### src/rtl/core/tdr_pkg.sv
// Package for the divider timer with reload: item and result types,
// register addresses, item kind codes and reload sequence constants. No dependencies.
`timescale 1ns / 1ps

package tdr_pkg;

   localparam logic [1:0] KIND_TICK  = 2'd0;
   localparam logic [1:0] KIND_READ  = 2'd1;
   localparam logic [1:0] KIND_WRITE = 2'd2;

   localparam logic [15:0] ADDR_DIV  = 16'hFF04;
   localparam logic [15:0] ADDR_CNT  = 16'hFF05;
   localparam logic [15:0] ADDR_MOD  = 16'hFF06;
   localparam logic [15:0] ADDR_CTRL = 16'hFF07;

   localparam logic [7:0] CTRL_READ_PAD = 8'hF8;
   localparam int         CTRL_BITS     = 3;

   localparam logic [2:0] RELOAD_IRQ_AGE  = 3'd4;
   localparam logic [2:0] RELOAD_LOAD_AGE = 3'd5;
   localparam logic [2:0] RELOAD_END_AGE  = 3'd6;

   typedef struct packed {
      logic [1:0]  kind;
      logic [15:0] address;
      logic [7:0]  write_data;
   } item_type;

   typedef struct packed {
      logic [7:0] read_data;
      logic       irq;
   } result_type;

   typedef struct packed {
      logic       reload_pending;
      logic [2:0] reload_age;
   } status_type;

endpackage

### src/rtl/core/tdr_core.sv
// Timer state and single-item update: divider, counter, modulo, control and reload sequence.
// Depends on tdr_pkg.
`timescale 1ns / 1ps

module tdr_core #(
   parameter int DIVIDER_BITS = 16,
   parameter int TAP_BIT_0    = 9,
   parameter int TAP_BIT_1    = 3,
   parameter int TAP_BIT_2    = 5,
   parameter int TAP_BIT_3    = 7
) (
   input  logic                clock,
   input  logic                reset,
   input  logic                step_en,
   input  tdr_pkg::item_type   item,
   output tdr_pkg::result_type result,
   output tdr_pkg::status_type status
);

   logic [DIVIDER_BITS-1:0]       divider_ff, divider_in;
   logic [7:0]                    counter_ff, counter_in;
   logic [7:0]                    modulo_ff, modulo_in;
   logic [tdr_pkg::CTRL_BITS-1:0] control_ff, control_in;
   logic                          prev_tap_ff, prev_tap_in;
   logic                          pending_ff, pending_in;
   logic [2:0]                    age_ff, age_in;

   // Divider bits at or above DIVIDER_BITS read as zero through the extension.
   function automatic logic tap_of(input logic [15:0] div, input logic [1:0] sel);
      logic t;
      case (sel)
         2'd0:    t = div[TAP_BIT_0];
         2'd1:    t = div[TAP_BIT_1];
         2'd2:    t = div[TAP_BIT_2];
         default: t = div[TAP_BIT_3];
      endcase
      return t;
   endfunction

   always_comb begin
      logic [DIVIDER_BITS-1:0] div_next;
      logic [15:0] div_ext;
      logic [15:0] div_new_ext;
      logic        tap_now;
      logic        old_hit;
      logic [2:0]  new_ctrl;

      // Wrap at the divider width before extending.
      div_next    = divider_ff + 1'b1;
      div_ext     = 16'(divider_ff);
      div_new_ext = 16'(div_next);
      tap_now     = 1'b0;
      old_hit     = 1'b0;
      new_ctrl    = item.write_data[tdr_pkg::CTRL_BITS-1:0];

      divider_in  = divider_ff;
      counter_in  = counter_ff;
      modulo_in   = modulo_ff;
      control_in  = control_ff;
      prev_tap_in = prev_tap_ff;
      pending_in  = pending_ff;
      age_in      = age_ff;
      result      = '0;

      case (item.kind)
         tdr_pkg::KIND_TICK: begin
            divider_in = div_next;
            tap_now    = tap_of(div_new_ext, control_ff[1:0]) & control_ff[2];
            if (prev_tap_ff && !tap_now) begin
               counter_in = counter_ff + 8'd1;
               if (counter_in == 8'd0) begin
                  pending_in = 1'b1;
                  age_in     = 3'd0;
               end
            end
            prev_tap_in = tap_now;
            if (pending_in) begin
               age_in = age_in + 3'd1;
               if (age_in == tdr_pkg::RELOAD_IRQ_AGE) begin
                  result.irq = 1'b1;
               end else if (age_in == tdr_pkg::RELOAD_LOAD_AGE) begin
                  counter_in = modulo_ff;
               end else if (age_in >= tdr_pkg::RELOAD_END_AGE) begin
                  pending_in = 1'b0;
                  age_in     = 3'd0;
               end
            end
         end
         tdr_pkg::KIND_READ: begin
            unique case (item.address)
               tdr_pkg::ADDR_DIV:  result.read_data = div_ext[15:8];
               tdr_pkg::ADDR_CNT:  result.read_data = counter_ff;
               tdr_pkg::ADDR_MOD:  result.read_data = modulo_ff;
               tdr_pkg::ADDR_CTRL: result.read_data = tdr_pkg::CTRL_READ_PAD | 8'(control_ff);
               default:            result.read_data = 8'd0;
            endcase
         end
         tdr_pkg::KIND_WRITE: begin
            unique case (item.address)
               tdr_pkg::ADDR_DIV: begin
                  divider_in = '0;
               end
               tdr_pkg::ADDR_CNT: begin
                  // The write loses to the modulo load in the reload tick.
                  if (age_ff != tdr_pkg::RELOAD_LOAD_AGE) begin
                     counter_in = item.write_data;
                     pending_in = 1'b0;
                     age_in     = 3'd0;
                  end
               end
               tdr_pkg::ADDR_MOD: begin
                  modulo_in = item.write_data;
                  if (age_ff == tdr_pkg::RELOAD_LOAD_AGE) begin
                     counter_in = item.write_data;
                  end
               end
               tdr_pkg::ADDR_CTRL: begin
                  control_in = new_ctrl;
                  old_hit    = control_ff[2] & tap_of(div_ext, control_ff[1:0]);
                  // Disable or tap change while the gated tap is high counts a falling edge.
                  if (old_hit && (!new_ctrl[2] || !tap_of(div_ext, new_ctrl[1:0]))) begin
                     counter_in = counter_ff + 8'd1;
                     if (counter_in == 8'd0) begin
                        counter_in = modulo_ff;
                        result.irq = 1'b1;
                     end
                     prev_tap_in = 1'b0;
                  end
               end
               default: begin
               end
            endcase
         end
         default: begin
         end
      endcase
   end

   always_ff @(posedge clock) begin
      if (reset) begin
         divider_ff  <= '0;
         counter_ff  <= '0;
         modulo_ff   <= '0;
         control_ff  <= '0;
         prev_tap_ff <= 1'b0;
         pending_ff  <= 1'b0;
         age_ff      <= '0;
      end else if (step_en) begin
         divider_ff  <= divider_in;
         counter_ff  <= counter_in;
         modulo_ff   <= modulo_in;
         control_ff  <= control_in;
         prev_tap_ff <= prev_tap_in;
         pending_ff  <= pending_in;
         age_ff      <= age_in;
      end
   end

   assign status.reload_pending = pending_ff;
   assign status.reload_age     = age_ff;

endmodule

### src/rtl/core/divider_timer_with_reload_top.sv
// Top level of the divider timer with reload: input register, result register, handshakes.
// Depends on tdr_pkg and tdr_core.
`timescale 1ns / 1ps

// Usage:
//   Each req item is a tick (tuser 0), a bus read (1) or a bus write (2) to the
//   timer registers at 0xFF04..0xFF07; tuser 3 is a no-op. Every item returns
//   exactly one rsp item holding the read byte (zero unless a timer read) and
//   the irq flag, raised when the timer interrupt fires during that item.
//   An accepted item is held in the input register, is executed against the
//   timer state once the result register is free, and shows on rsp from then.
//   Throughput: one item per cycle while rsp is not stalled.
//   The input register and the result register decouple the two sides: a
//   stalled rsp holds its item, and req_tready drops once the input register
//   also holds an item.
//   Reset (synchronous, active high) clears divider, counter, modulo, control
//   and any pending reload, and empties both registers; no clearing pass.

module divider_timer_with_reload_top #(
   parameter int DIVIDER_BITS = 16,
   parameter int TAP_BIT_0    = 9,
   parameter int TAP_BIT_1    = 3,
   parameter int TAP_BIT_2    = 5,
   parameter int TAP_BIT_3    = 7
) (
   input  logic        clock,
   input  logic        reset,
   input  logic        req_tvalid,
   output logic        req_tready,
   input  logic [23:0] req_tdata,  // [15:0] address, [23:16] write_data
   input  logic [1:0]  req_tuser,  // [1:0] kind
   output logic        rsp_tvalid,
   input  logic        rsp_tready,
   output logic [15:0] rsp_tdata   // [7:0] read_data, [8] irq, [15:9] zero
);

   logic                in_valid_ff;
   tdr_pkg::item_type   in_item_ff;
   logic                rsp_valid_ff;
   tdr_pkg::result_type rsp_data_ff;
   tdr_pkg::result_type core_result;
   tdr_pkg::status_type core_status;
   tdr_pkg::item_type   req_item;
   logic                advance;
   logic                step_en;

   assign req_item.kind       = req_tuser;
   assign req_item.address    = req_tdata[15:0];
   assign req_item.write_data = req_tdata[23:16];

   // Result slot frees when empty or taken this cycle.
   assign advance    = !rsp_valid_ff || rsp_tready;
   assign step_en    = in_valid_ff && advance;
   assign req_tready = !in_valid_ff || advance;

   tdr_core #(
      .DIVIDER_BITS (DIVIDER_BITS),
      .TAP_BIT_0    (TAP_BIT_0),
      .TAP_BIT_1    (TAP_BIT_1),
      .TAP_BIT_2    (TAP_BIT_2),
      .TAP_BIT_3    (TAP_BIT_3)
   ) u_core (
      .clock   (clock),
      .reset   (reset),
      .step_en (step_en),
      .item    (in_item_ff),
      .result  (core_result),
      .status  (core_status)
   );

   // Input register: load when the held item moves on or the slot is empty.
   always_ff @(posedge clock) begin
      if (reset) begin
         in_valid_ff <= 1'b0;
      end else if (req_tready) begin
         in_valid_ff <= req_tvalid;
      end
   end

   always_ff @(posedge clock) begin
      if (req_tvalid && req_tready) begin
         in_item_ff <= req_item;
      end
   end

   // Result register: hold while the receiver stalls.
   always_ff @(posedge clock) begin
      if (reset) begin
         rsp_valid_ff <= 1'b0;
      end else if (advance) begin
         rsp_valid_ff <= in_valid_ff;
      end
   end

   always_ff @(posedge clock) begin
      if (step_en) begin
         rsp_data_ff <= core_result;
      end
   end

   assign rsp_tvalid = rsp_valid_ff;
   assign rsp_tdata  = {7'd0, rsp_data_ff.irq, rsp_data_ff.read_data};

`ifndef SYNTHESIS
   a_full_when_blocked: assert property (@(posedge clock) disable iff (reset)
      !req_tready |-> (in_valid_ff && rsp_valid_ff && !rsp_tready))
      else $error("req_tready low without both registers full and rsp stalled");

   a_read_no_irq: assert property (@(posedge clock) disable iff (reset)
      (step_en && in_item_ff.kind == tdr_pkg::KIND_READ) |=> !rsp_tdata[8])
      else $error("irq raised by a bus read");

   a_idle_age_zero: assert property (@(posedge clock) disable iff (reset)
      !core_status.reload_pending |-> core_status.reload_age == 3'd0)
      else $error("reload age nonzero with no reload pending");

   a_pending_age_range: assert property (@(posedge clock) disable iff (reset)
      core_status.reload_pending |->
         (core_status.reload_age != 3'd0 && core_status.reload_age < tdr_pkg::RELOAD_END_AGE))
      else $error("reload age out of range while pending");
`endif

endmodule
### config.mk
export PLATFORM = sky130hd
export DESIGN_NAME = divider_timer_with_reload_top
export DESIGN_NICKNAME = d
export VERILOG_FILES = /design/src/rtl/core/tdr_pkg.sv /design/src/rtl/core/tdr_core.sv /design/src/rtl/core/divider_timer_with_reload_top.sv
export SDC_FILE = /design/constraint.sdc
export NUM_CORES = 1
export LEC_CHECK = 0
export ABC_AREA = 1
export BUFFER_PORTS_ARGS = -buffer_cell sky130_fd_sc_hd__buf_2
export CAP_MARGIN = 25
export CORE_AREA = 2 2 102 104
export DETAILED_ROUTE_END_ITERATION = 16
export DIE_AREA = 0 0 104 106
export GPL_ROUTABILITY_DRIVEN = 0
export HOLD_SLACK_MARGIN = 0.03
export PLACE_DENSITY = 0.62
export SLEW_MARGIN = 20
export SYNTH_ARGS = -nofsm -noshare
export SYNTH_HDL_FRONTEND = slang
export SYNTH_SLANG_ARGS = --single-unit
### constraint.sdc
create_clock -name clock -period 5.4 [get_ports clock]
set_input_delay 1.35 -clock clock [delete_from_list [all_inputs] [get_ports clock]]
set_output_delay 1.35 -clock clock [all_outputs]
set_load 0.01 [all_outputs]
==> results of run 1 <==
[critical path: cells and delay by family (launching register included)]
| kind | cells | cell delay (ns) |
|---|---|---|
| buffers and inverters | 1 | 0.07 |
| and+or+nand+nor | 13 | 2.06 |
| AOI/OAI and AO/OA | 1 | 0.15 |
| DFF | 1 | 0.46 |
| adders and majority gates | 3 | 0.74 |
[registers in the layout (all words and copies together), names as in the netlist]
name,flops
rsp_tdata,9
u_core.pending_ff,1
rsp_tvalid,1
in_item_ff,26
u_core.control_ff,3
u_core.counter_ff,8
u_core.divider_ff,16
u_core.modulo_ff,8
u_core.age_ff,3
in_valid_ff,1
u_core.prev_tap_ff,1
[synth_stat cells (all sizes together) (4+ instances only)]
cell type	n
a211oi	4
o21ai	30
inv	93
dfxtp	42
edfxtp	35
nand4	7
nand3	71
a21oi	38
o22ai	12
nand2	138
nor2	73
buf	14
nor3	13
ha	6
[worst max-delay path by stage]
stage | start | end | slack, ns | cells past startpoint
finish | u_core.counter_ff[0] | u_core.counter_ff[6] | 1.82 | 18
detailed placement | u_core.counter_ff[0] | u_core.counter_ff[6] | 1.86 | 18
CTS | u_core.counter_ff[0] | u_core.counter_ff[6] | 1.83 | 18
global route | u_core.counter_ff[0] | u_core.counter_ff[4] | 1.45 | 18
floorplan | u_core.counter_ff[0] | u_core.counter_ff[0] | 2.33 | 18
global placement | u_core.counter_ff[0] | u_core.counter_ff[6] | 2.04 | 18
[power breakdown]
group          total [mW]  switching (mW)  internal [mW]
registers           0.645          0.0157          0.629
logic              0.0885          0.0583         0.0302
clock network       0.476           0.217          0.260
[placed cells by master (no fill, tap or decap), types with 3 or more instances in the layout]
master,n
nor2_1,69
nand2_1,129
nand3_2,4
nand4_1,7
nor3_1,11
conb_1,7
nand2_4,3
nand3_1,65
buf_2,40
nand2_2,6
dfxtp_1,42
inv_1,89
a21oi_1,37
o22ai_1,12
inv_2,4
o21ai_0,28
nor2_2,3
ha_1,6
clkbuf_8,9
edfxtp_1,35
a211oi_1,4
[layout make-up]
class	count	area share, %
clock buffers	10	2.597
clock inverters	6	1.782
inverters	93	7.103
multi-input cells	415	41.93
flip-flops and latches	77	38.49
well taps	136	3.462
repair buffers	41	4.633
[stage by stage]
stage	util, %	power, mW	worst slack, ns	hold slack, ns
CTS	48.87	1.218	1.831	0.4838
global placement	46.72	0.7432	2.044	0.4641
finish	49.15	1.210	1.824	0.4896
floorplan	-	0.7165	2.332	0.4417
detailed placement	46.72	0.7444	1.861	0.4734
global route	49.15	1.262	1.453	0.5210
[cell families (layout without fill, tap and decap cells)]
kind of cell / after synthesis / in the layout / share of synthesized area [%]
and+or+nand+nor: 308 / 308 / 32.42
buffers and inverters: 109 / 150 / 10.44
AOI/OAI and AO/OA: 93 / 93 / 12.03
DFF: 77 / 77 / 43.11
adders and majority gates: 6 / 6 / 1.711
other: 1 / 7 / 0.08546
xor gates and xnor gates: 1 / 1 / 0.1996
[layer usage]
layer  global-route usage, %  up-vias  wire length [um]
li1                        -     2040                 -
met1                   26.50     1763              4943
met2                   32.66      123              4762
met3                   3.863       14               535
met4                   6.950        0               185
met5                       0        -                 0
==> results by group, run 1 <==
Clock tree
  – TritonCTS buffer count: 9
  – Post-CTS sizing: 0
  – Clk pin slew, worst setup/hold paths: 0.09 ns
  – CTS tree: done
  – Max clock buf depth: 2
  – H-tree depth: 3
  – Worst-Skew Late Latency: 0.35 ns
  – # hold bufs at CTS: 0
  – Sink Count: 77
  – Clk root buf: clkbuf_8
  – Setup bufs post-CTS: 0

Worst setup path
  – WP data required: 5.68 ns
  – Crit path kind: flip-flop to flip-flop
  – R2R depth: 18
  – R2R setup slack: 1.82 ns
  – Crit-path cells: ha_1 -> nand3_2 -> nand2_1 -> nand2_1 -> nor2_2 -> nand2_2 -> nor2_8 -> nand3_4 -> nand2_2 -> inv_1 -> ha_1 -> ha_1 -> or2_2 -> nor2_1 -> nand2_4 -> nand2_1 -> nand3_1 -> a21oi_1
  – Critical Path End Type: flip-flop
  – Max incr delay on CP: 0.52 ns
  – Crit start category: flip-flop
  – Worst-path maximum fanout: 10
  – Critical Path AT: 3.85 ns
  – R2r endpoint: u_core.counter_ff[6]
  – Slowest CP cell: nor2_1
  – Worst r2r src: u_core.counter_ff[0]

GRT
  – Initial antenna violation count: 0
  – Aggregate global-route resource usage: 19.95%
  – GRT overflow: 0
  – First-pass GRT wire length: 17540 um
  – Vias in the first global route: 3700
  – Largest net degree at the start of global routing: 27

Placement
  – Detailed placement HPWL: 8077 um
  – Placed cell areas: 4672 um^2
  – IO buf count: 40
  – Placed cell count: 761

Status
  – Status: finished clean

STA
  – Relative slew slack: 43.95%
  – Final Hold Fails: 0
  – Setup TNS: 0 ns
  – RSZ-0062 raised after global routing: false
  – Fin crit share: 66.23%
  – Minimum clock period: 3.576 ns
  – Clk_skew: 0.01265 ns
  – Final setup violation count: 0
  – FMAX: 279.6 MHz
  – Worst-Margin Slew: 0.8361 ns
  – Max-slew violations: 0

Job
  – Max_cap viols: 0

Die
  – Die area: 11020 um^2
  – Cell Rows: 37
  – Overall die height: 106 um
  – Die W: 104 um
  – Area of the core: 10000 um^2
  – # IOs: 48
  – Initial Util: 43.88%

Worst hold path
  – Worst min-delay path endpoint: u_core.divider_ff[4]
  – Hold Crit Class: flip-flop to flip-flop
  – Hold path startpoint: u_core.divider_ff[4]
  – Hold path depth: 2

Synthesis
  – Number of synthesis warnings: 0
  – Flip-flop and latch count after synthesis: 77
  – Top FF cell, synth: dfxtp_1
  – EDFF count, synth: 35
  – Largest area contributor in the netlist: edfxtp_1
  – Area contributors post-synth: edfxtp_1 (24%), dfxtp_1 (19%), nand2_1 (11%)
  – Async S/R FF share, synth: 0%
  – Register area share after synthesis: 43.11%
  – Average size of a mapped cell: 7.375 um^2
  – Top cell type's share of synthesized area: 23.95%
  – Mapped Cells: 595
  – Synth unique cells: 40
  – Mapped Area: 4388 um^2

Detailed routing
  – DRT Pass-1 Iters: 5
  – # DRC: 0
  – WL/cell: 13.40 um
  – Routed WL: 10430 um
  – Via count: 3940
  – Vias per cell: 5.064
  – Starting DRT DRC Count: 275
  – Post-route antenna net violation count: 0

Final layout
  – P&R area growth vs syn: 12.00%
  – Area of the multi-input gates: 2061 um^2
  – NumNets Final: 673
  – Seq. cell area: 1892 um^2
  – Post-route cell area: 4915 um^2
  – Number of antenna diodes: 0
  – Layout cells sized above 1: 13.24%
  – # fillers: 1031
  – Post-Layout Cell Count: 778

Pwr
  – Pwr/cell area: 246.2 nW/um^2
  – Peak VDD IR: 0.0001752 V
  – Pleak: 2.093 nW
Note: power is estimated with default switching activity, not from simulation.
==> run 2: changes to the inputs <==
Clock period 5.4 ns to 3.4 ns, I/O delays scaled along.
==> run 2 against run 1 <==
Against the previous run: critical path type unchanged; routed wire length is 2.0% higher; total power is 65% higher; combinational power is 58% higher; clock power is 75% higher; sequential cell count stayed put; utilization is 0.51 points higher; critical endpoint is now u_core.counter_ff[0].
==> results by group, run 2 (synthesis gave the netlist of run 1 again) <==
Status
  – Status: finished clean

Placement
  – IO buf count: 40 (unchanged)
  – Detailed placement HPWL: 8119 um (+0.52%)
  – Placed cell areas: 4710 um^2 (+0.80%)
  – Placed cell count: 766 (+0.66%)

Die
  – Cell Rows: 37 (unchanged)
  – # IOs: 48 (unchanged)
  – Overall die height: 106 um (unchanged)
  – Area of the core: 10000 um^2 (unchanged)
  – Die area: 11020 um^2 (unchanged)
  – Die W: 104 um (unchanged)
  – Initial Util: 43.88% (unchanged)

Pwr
  – Pleak: 2.134 nW (+1.9%)
  – Total power: 2.001 mW (+65%)
  – Peak VDD IR: 0.0003059 V (+75%)
  – Pwr/cell area: 403.0 nW/um^2 (+64%)

STA
  – RSZ-0062 raised after global routing: false
  – Worst-Margin Slew: 0.8668 ns (+0.03063 ns)
  – Max-slew violations: 0 (unchanged)
  – Minimum clock period: 3.087 ns (-0.4900 ns)
  – Clk_skew: 0.01103 ns (-0.001619 ns)
  – Relative slew slack: 41.90% (-2.1 points)
  – Final setup violation count: 0 (unchanged)
  – Final Hold Fails: 0 (unchanged)
  – Min Hold Slack: 0.4843 ns (-0.005353 ns)
  – Fin crit share: 90.78% (+25 points)
  – FMAX: 324.0 MHz (+16%)
  – Setup TNS: 0 ns (unchanged)

Worst setup path
  – R2R depth: 19 (+1)
  – Critical Path End Type: flip-flop
  – R2R setup slack: 0.31 ns (-1.51 ns)
  – Crit-path cells: ha_1 -> nand3_2 -> nand2_1 -> nand2_1 -> nor2_2 -> nand2_2 -> nor2_8 -> nand3_4 -> nand2_2 -> inv_1 -> ha_1 -> ha_1 -> or2_2 -> nor2_1 -> buf_4 -> nand2_4 -> nand2_1 -> nand3_1 -> a21oi_1
  – Max incr delay on CP: 0.42 ns (-0.10 ns)
  – Crit path kind: flip-flop to flip-flop
  – Critical Path AT: 3.38 ns (-0.47 ns)
  – WP data required: 3.69 ns (-1.99 ns)
  – Slowest CP cell: dfxtp_1
  – Crit start category: flip-flop
  – Worst-path maximum fanout: 9 (-1)

Clock tree
  – Clk pin slew, worst setup/hold paths: 0.08 ns (about the same)
  – Clk root buf: clkbuf_8
  – # hold bufs at CTS: 0 (unchanged)
  – TritonCTS buffer count: 9 (unchanged)
  – H-tree depth: 3 (unchanged)
  – Sink Count: 77 (unchanged)
  – CTS tree: done
  – Max clock buf depth: 2 (unchanged)
  – Worst-Skew Late Latency: 0.36 ns (about the same)

Detailed routing
  – Post-route antenna net violation count: 0 (unchanged)
  – WL/cell: 13.58 um (+1.3%)
  – Starting DRT DRC Count: 262 (-4.7%)
  – Routed WL: 10630 um (+2.0%)
  – Vias per cell: 5.120 (+1.1%)
  – DRT Pass-1 Iters: 5 (unchanged)
  – # DRC: 0 (unchanged)
  – Via count: 4009 (+1.8%)

Final layout
  – NumNets Final: 678 (+0.74%)
  – Biggest register: in_item_ff
  – Layout cells sized above 1: 14.06% (+0.83 points)
  – Commonest non-fill, non-tap cell in the layout: nand2_1
  – Area of the multi-input gates: 2061 um^2 (unchanged)
  – Most frequent cells in the layout: nand2_1 (129), inv_1 (89), nor2_1 (69), nand3_1 (65), dfxtp_1 (41)
  – Seq. cell area: 1893 um^2 (about the same)
  – # fillers: 1001 (-2.9%)
  – Post-route cell area: 4966 um^2 (+1.0%)
  – Post-Layout Cell Count: 783 (+0.64%)
  – P&R area growth vs syn: 13.17%
  – Max reg flops: 26 (unchanged)
  – Number of antenna diodes: 0 (unchanged)

GRT
  – First-pass GRT wire length: 17720 um (+1.0%)
  – GRT overflow: 0 (unchanged)
  – Aggregate global-route resource usage: 20.16% (+0.21 points)
  – Largest net degree at the start of global routing: 27 (unchanged)
  – Initial antenna violation count: 0 (unchanged)
  – Vias in the first global route: 3674 (-0.70%)

Job
  – Max_cap viols: 0 (unchanged)

Worst hold path
  – Hold Crit Class: flip-flop to flip-flop
  – Hold path depth: 2 (unchanged)
[run 2: per-stage QoR]
step / utilization, % / setup slack [ns]
after global routing: 49.66 / 0.01715
after floorplan: - / 0.3325
after CTS: 49.50 / 0.2654
after detailed placement: 47.10 / 0.2925
final: 49.66 / 0.3135
after global placement: 47.10 / 0.3973
[run 2: final cells by class]
cell class,count,share of cell area [%]
multi-input combinational,415,41.50
sequential,77,38.12
inverter,93,7.029
timing repair buffer,46,5.089
tap,136,3.427
clock buffer,12,2.923
clock inverter,4,1.915
[run 2: final timing paths]
check | start | to
max | u_core.counter_ff[1] | u_core.counter_ff[0]
max reg2reg | u_core.counter_ff[1] | u_core.counter_ff[0]
min reg2reg | u_core.divider_ff[4] | u_core.divider_ff[4]
min | u_core.divider_ff[4] | u_core.divider_ff[4]
[run 2: power breakdown]
group,switching (mW),internal (mW)
Sequential,0.0256,1.00
Combinational,0.0925,0.0477
Clock,0.328,0.507
Total,0.446,1.55
[run 2: metal layers]
metal  global-route usage, %  part of all wire, %  vias up  routed length (um)
met5                       0                    0        -                   0
met4                   8.205                  2.1        0                 220
met3                   3.372                  5.6       15                 591
met2                   33.22                   46      133                4909
met1                   26.43                   46     1817                4912
li1                        -                    -     2044                   -
[run 2: timing repair]
| item | CTS | global route |
|---|---|---|
| setup buffers | 0 | 0 |
| setup endpoints to repair | 0 | 5 |
| gates resized for setup | 0 | 1 |
[run 2: worst max-delay path, delay by kind of cell, from the launching register on]
kind,cells,cell delay (ns)
AO/OA/AOI/OAI,1,0.15
buffers and inverters,2,0.25
flip-flops,1,0.42
adder cells (fa/ha/maj),3,0.73
AND/OR/NAND/NOR,13,1.46
==> run 3: changes to the inputs <==
Settings changed: CTS_BUF_LIST set to sky130_fd_sc_hd__clkbuf_16, SLEW_MARGIN 20 to unset.
==> run 3 against run 2 <==
Against the previous run: cell count decreased by 0.13%; via count rose by 0.72%; utilization increased by 0.76 points; first-iteration DRC count decreased by 19%; total power is 12% higher; global-route usage about the same; count of clock-buffer cells in the layout decreased by 3; design area increased by 1.5%; die area unchanged; routed wire length increased by 0.20%; fmax is 0.43% higher.
==> results by group, run 3 (synthesis gave the netlist of run 1 again) <==
Status
  – Status: finished clean

Final layout
  – Commonest non-fill, non-tap cell in the layout: nand2_1
  – Post-route cell area: 5042 um^2 (+1.5%)
  – NumNets Final: 677 (-0.15%)
  – Max reg flops: 26 (unchanged)
  – Most frequent cells in the layout: nand2_1 (129), inv_1 (91), nor2_1 (69), nand3_1 (65), dfxtp_1 (41)
  – Biggest register: in_item_ff
  – P&R area growth vs syn: 14.91%
  – Post-Layout Cell Count: 782 (-0.13%)
  – Layout cells sized above 1: 13.78% (-0.29 points)
  – Number of antenna diodes: 0 (unchanged)

Worst setup path
  – Critical Path End Type: flip-flop
  – Slowest CP cell: dfxtp_1
  – Worst-path maximum fanout: 9 (unchanged)
  – WP data required: 3.67 ns (-0.02 ns)
  – Crit-path cells: ha_1 -> nand3_2 -> nor2_1 -> nand2_1 -> nand2_2 -> nand3_4 -> nor2_8 -> nand3_4 -> nand2_2 -> inv_1 -> ha_1 -> ha_1 -> or2_2 -> nor2_1 -> buf_4 -> nand2_4 -> nand2_1 -> nand3_1 -> a21oi_1
  – Top cell by count, worst path: ha_1
  – R2R setup slack: 0.33 ns (about the same)
  – Crit start category: flip-flop
  – Crit path kind: flip-flop to flip-flop
  – Max incr delay on CP: 0.41 ns (about the same)
  – CP top delay family: simple AND/OR/NAND/NOR gates
  – R2R depth: 19 (unchanged)
  – WP buf/inv: 2 (unchanged)
  – R2r endpoint: u_core.counter_ff[6]
  – Critical Path AT: 3.34 ns (-0.04 ns)
  – Critical Path Start: u_core.counter_ff[1]
  – Worst r2r src: u_core.counter_ff[1]

Worst hold path
  – Hold Crit Class: flip-flop to flip-flop
  – Hold path depth: 2 (unchanged)
  – Worst min-delay path endpoint: u_core.divider_ff[4]
  – Hold path startpoint: u_core.divider_ff[4]

Clock tree
  – CTS tree: done
  – H-tree depth: 3 (unchanged)
  – Clk root buf: clkbuf_16
  – Post-CTS sizing: 0 (unchanged)
  – Clk pin slew, worst setup/hold paths: 0.06 ns (-0.02 ns)
  – Sink Count: 77 (unchanged)
  – Max clock buf depth: 2 (unchanged)
  – TritonCTS buffer count: 9 (unchanged)
  – # hold bufs at CTS: 0 (unchanged)
  – Setup bufs post-CTS: 0 (unchanged)
  – Worst-Skew Late Latency: 0.34 ns (-0.02 ns)

Die
  – Overall die height: 106 um (unchanged)
  – Initial Util: 43.88% (unchanged)
  – Die area: 11020 um^2 (unchanged)
  – Area of the core: 10000 um^2 (unchanged)
  – Cell Rows: 37 (unchanged)
  – # IOs: 48 (unchanged)
  – Die W: 104 um (unchanged)

STA
  – Fin crit share: 90.39% (-0.39 points)
  – Max-slew violations: 0 (unchanged)
  – Final setup violation count: 0 (unchanged)
  – Worst-Margin Slew: 0.9303 ns (+0.06355 ns)
  – Min Hold Slack: 0.4816 ns (-0.002654 ns)
  – FMAX: 325.4 MHz (+0.43%)
  – Final Hold Fails: 0 (unchanged)
  – Clk_skew: 0.007578 ns (-0.003450 ns)
  – RSZ-0062 raised after global routing: false
  – Setup TNS: 0 ns (unchanged)
  – Relative slew slack: 37.91% (-4.0 points)
  – Minimum clock period: 3.073 ns (-0.01326 ns)

Detailed routing
  – Routed WL: 10650 um (+0.20%)
  – Starting DRT DRC Count: 211 (-19%)
  – # DRC: 0 (unchanged)
  – Via count: 4038 (+0.72%)
  – Vias per cell: 5.164 (+0.85%)
  – DRT Pass-1 Iters: 5 (unchanged)
  – Post-route antenna net violation count: 0 (unchanged)
  – WL/cell: 13.62 um (+0.33%)

Pwr
  – Pwr/cell area: 443.5 nW/um^2 (+10%)
  – Cell Int Power: 1.755 mW (+13%)
  – Net Sw Power: 480.7 uW (+7.7%)
  – Flop pwr share: 46.0% (-5.2 points)
  – Clk pwr share: 47.9% (+6.2 points)
  – Pleak: 2.175 nW (+1.9%)
  – Combinational Power Share: 6.2% (-0.8 points)
  – Peak VDD IR: 0.0003402 V (+11%)
  – Sw frac: 21.50% (-0.81 points)
  – Total power: 2.236 mW (+12%)

GRT
  – Grt peak-use layer: met2
  – First-pass GRT wire length: 17710 um (about the same)
  – Vias in the first global route: 3703 (+0.79%)
  – Met2 Usage GRT: 33.27% (+0.047 points)
  – Met3 Use GR: 3.924% (+0.55 points)
  – GRT overflow: 0 (unchanged)
  – Largest net degree at the start of global routing: 27 (unchanged)
  – Aggregate global-route resource usage: 20.13% (-0.029 points)
  – M1 GR Usage: 26.23% (-0.20 points)
  – Initial antenna violation count: 0 (unchanged)

Placement
  – Detailed placement HPWL: 8119 um (unchanged)
  – Placed cell areas: 4710 um^2 (unchanged)
  – Placed cell count: 766 (unchanged)
  – IO buf count: 40 (unchanged)

Job
  – Max_cap viols: 0 (unchanged)
==> run 3: cell count changes in the layout (fill, tap and decap cells not counted), sizes merged <==
cell,delta
inv,+2
clkinv,+1
buf,-1
clkbuf,-3
==> run 3: tightest hold or removal path, stage by stage (launching register included) <==
cell and delay [ns]:
dfxtp_1 0.31, inv_1 0.07, a21oi_1 0.06
==> run 3: worst max path at each step <==
stage	end	slack, ns	cells after the start
5_1_grt	u_core.counter_ff[6]	0.02	19
3_5_place_dp	u_core.counter_ff[7]	0.29	19
4_1_cts	u_core.counter_ff[7]	0.27	19
2_1_floorplan	u_core.counter_ff[7]	0.33	18
3_3_place_gp	u_core.counter_ff[7]	0.40	19
6_report	u_core.counter_ff[6]	0.33	19
==> run 3: final cells by class <==
class	instances	area [um^2]
Fill cell	1003	4957
Clock buffer	9	225.2
Multi-Input combinational cell	415	2061
Clock inverter	7	106.4
Inverter	93	349.1
Tap cell	136	170.2
Sequential cell	77	1893
Timing Repair Buffer	45	237.7
==> run 3: layer usage <==
metal,routed length (um),part of all wire [%]
met5,0,0
met2,4958,47
met1,4918,46
met4,215,2.0
met3,563,5.3
==> run 3: power groups by stage <==
stage | logic, mW | clock network [mW] | registers, mW
2_1_floorplan | 0.0974 | 0 | 1.04
3_3_place_gp | 0.136 | 0 | 1.05
3_5_place_dp | 0.138 | 0 | 1.05
4_1_cts | 0.138 | 1.08 | 1.03
5_1_grt | 0.157 | 1.12 | 1.03
6_report | 0.138 | 1.07 | 1.03
==> run 3: through the flow <==
step,utilization (%),setup slack [ns]
floorplan,-,0.3325
finish,50.43,0.3267
CTS,50.41,0.2727
global placement,47.10,0.3973
global route,50.43,0.02413
detailed placement,47.10,0.2925
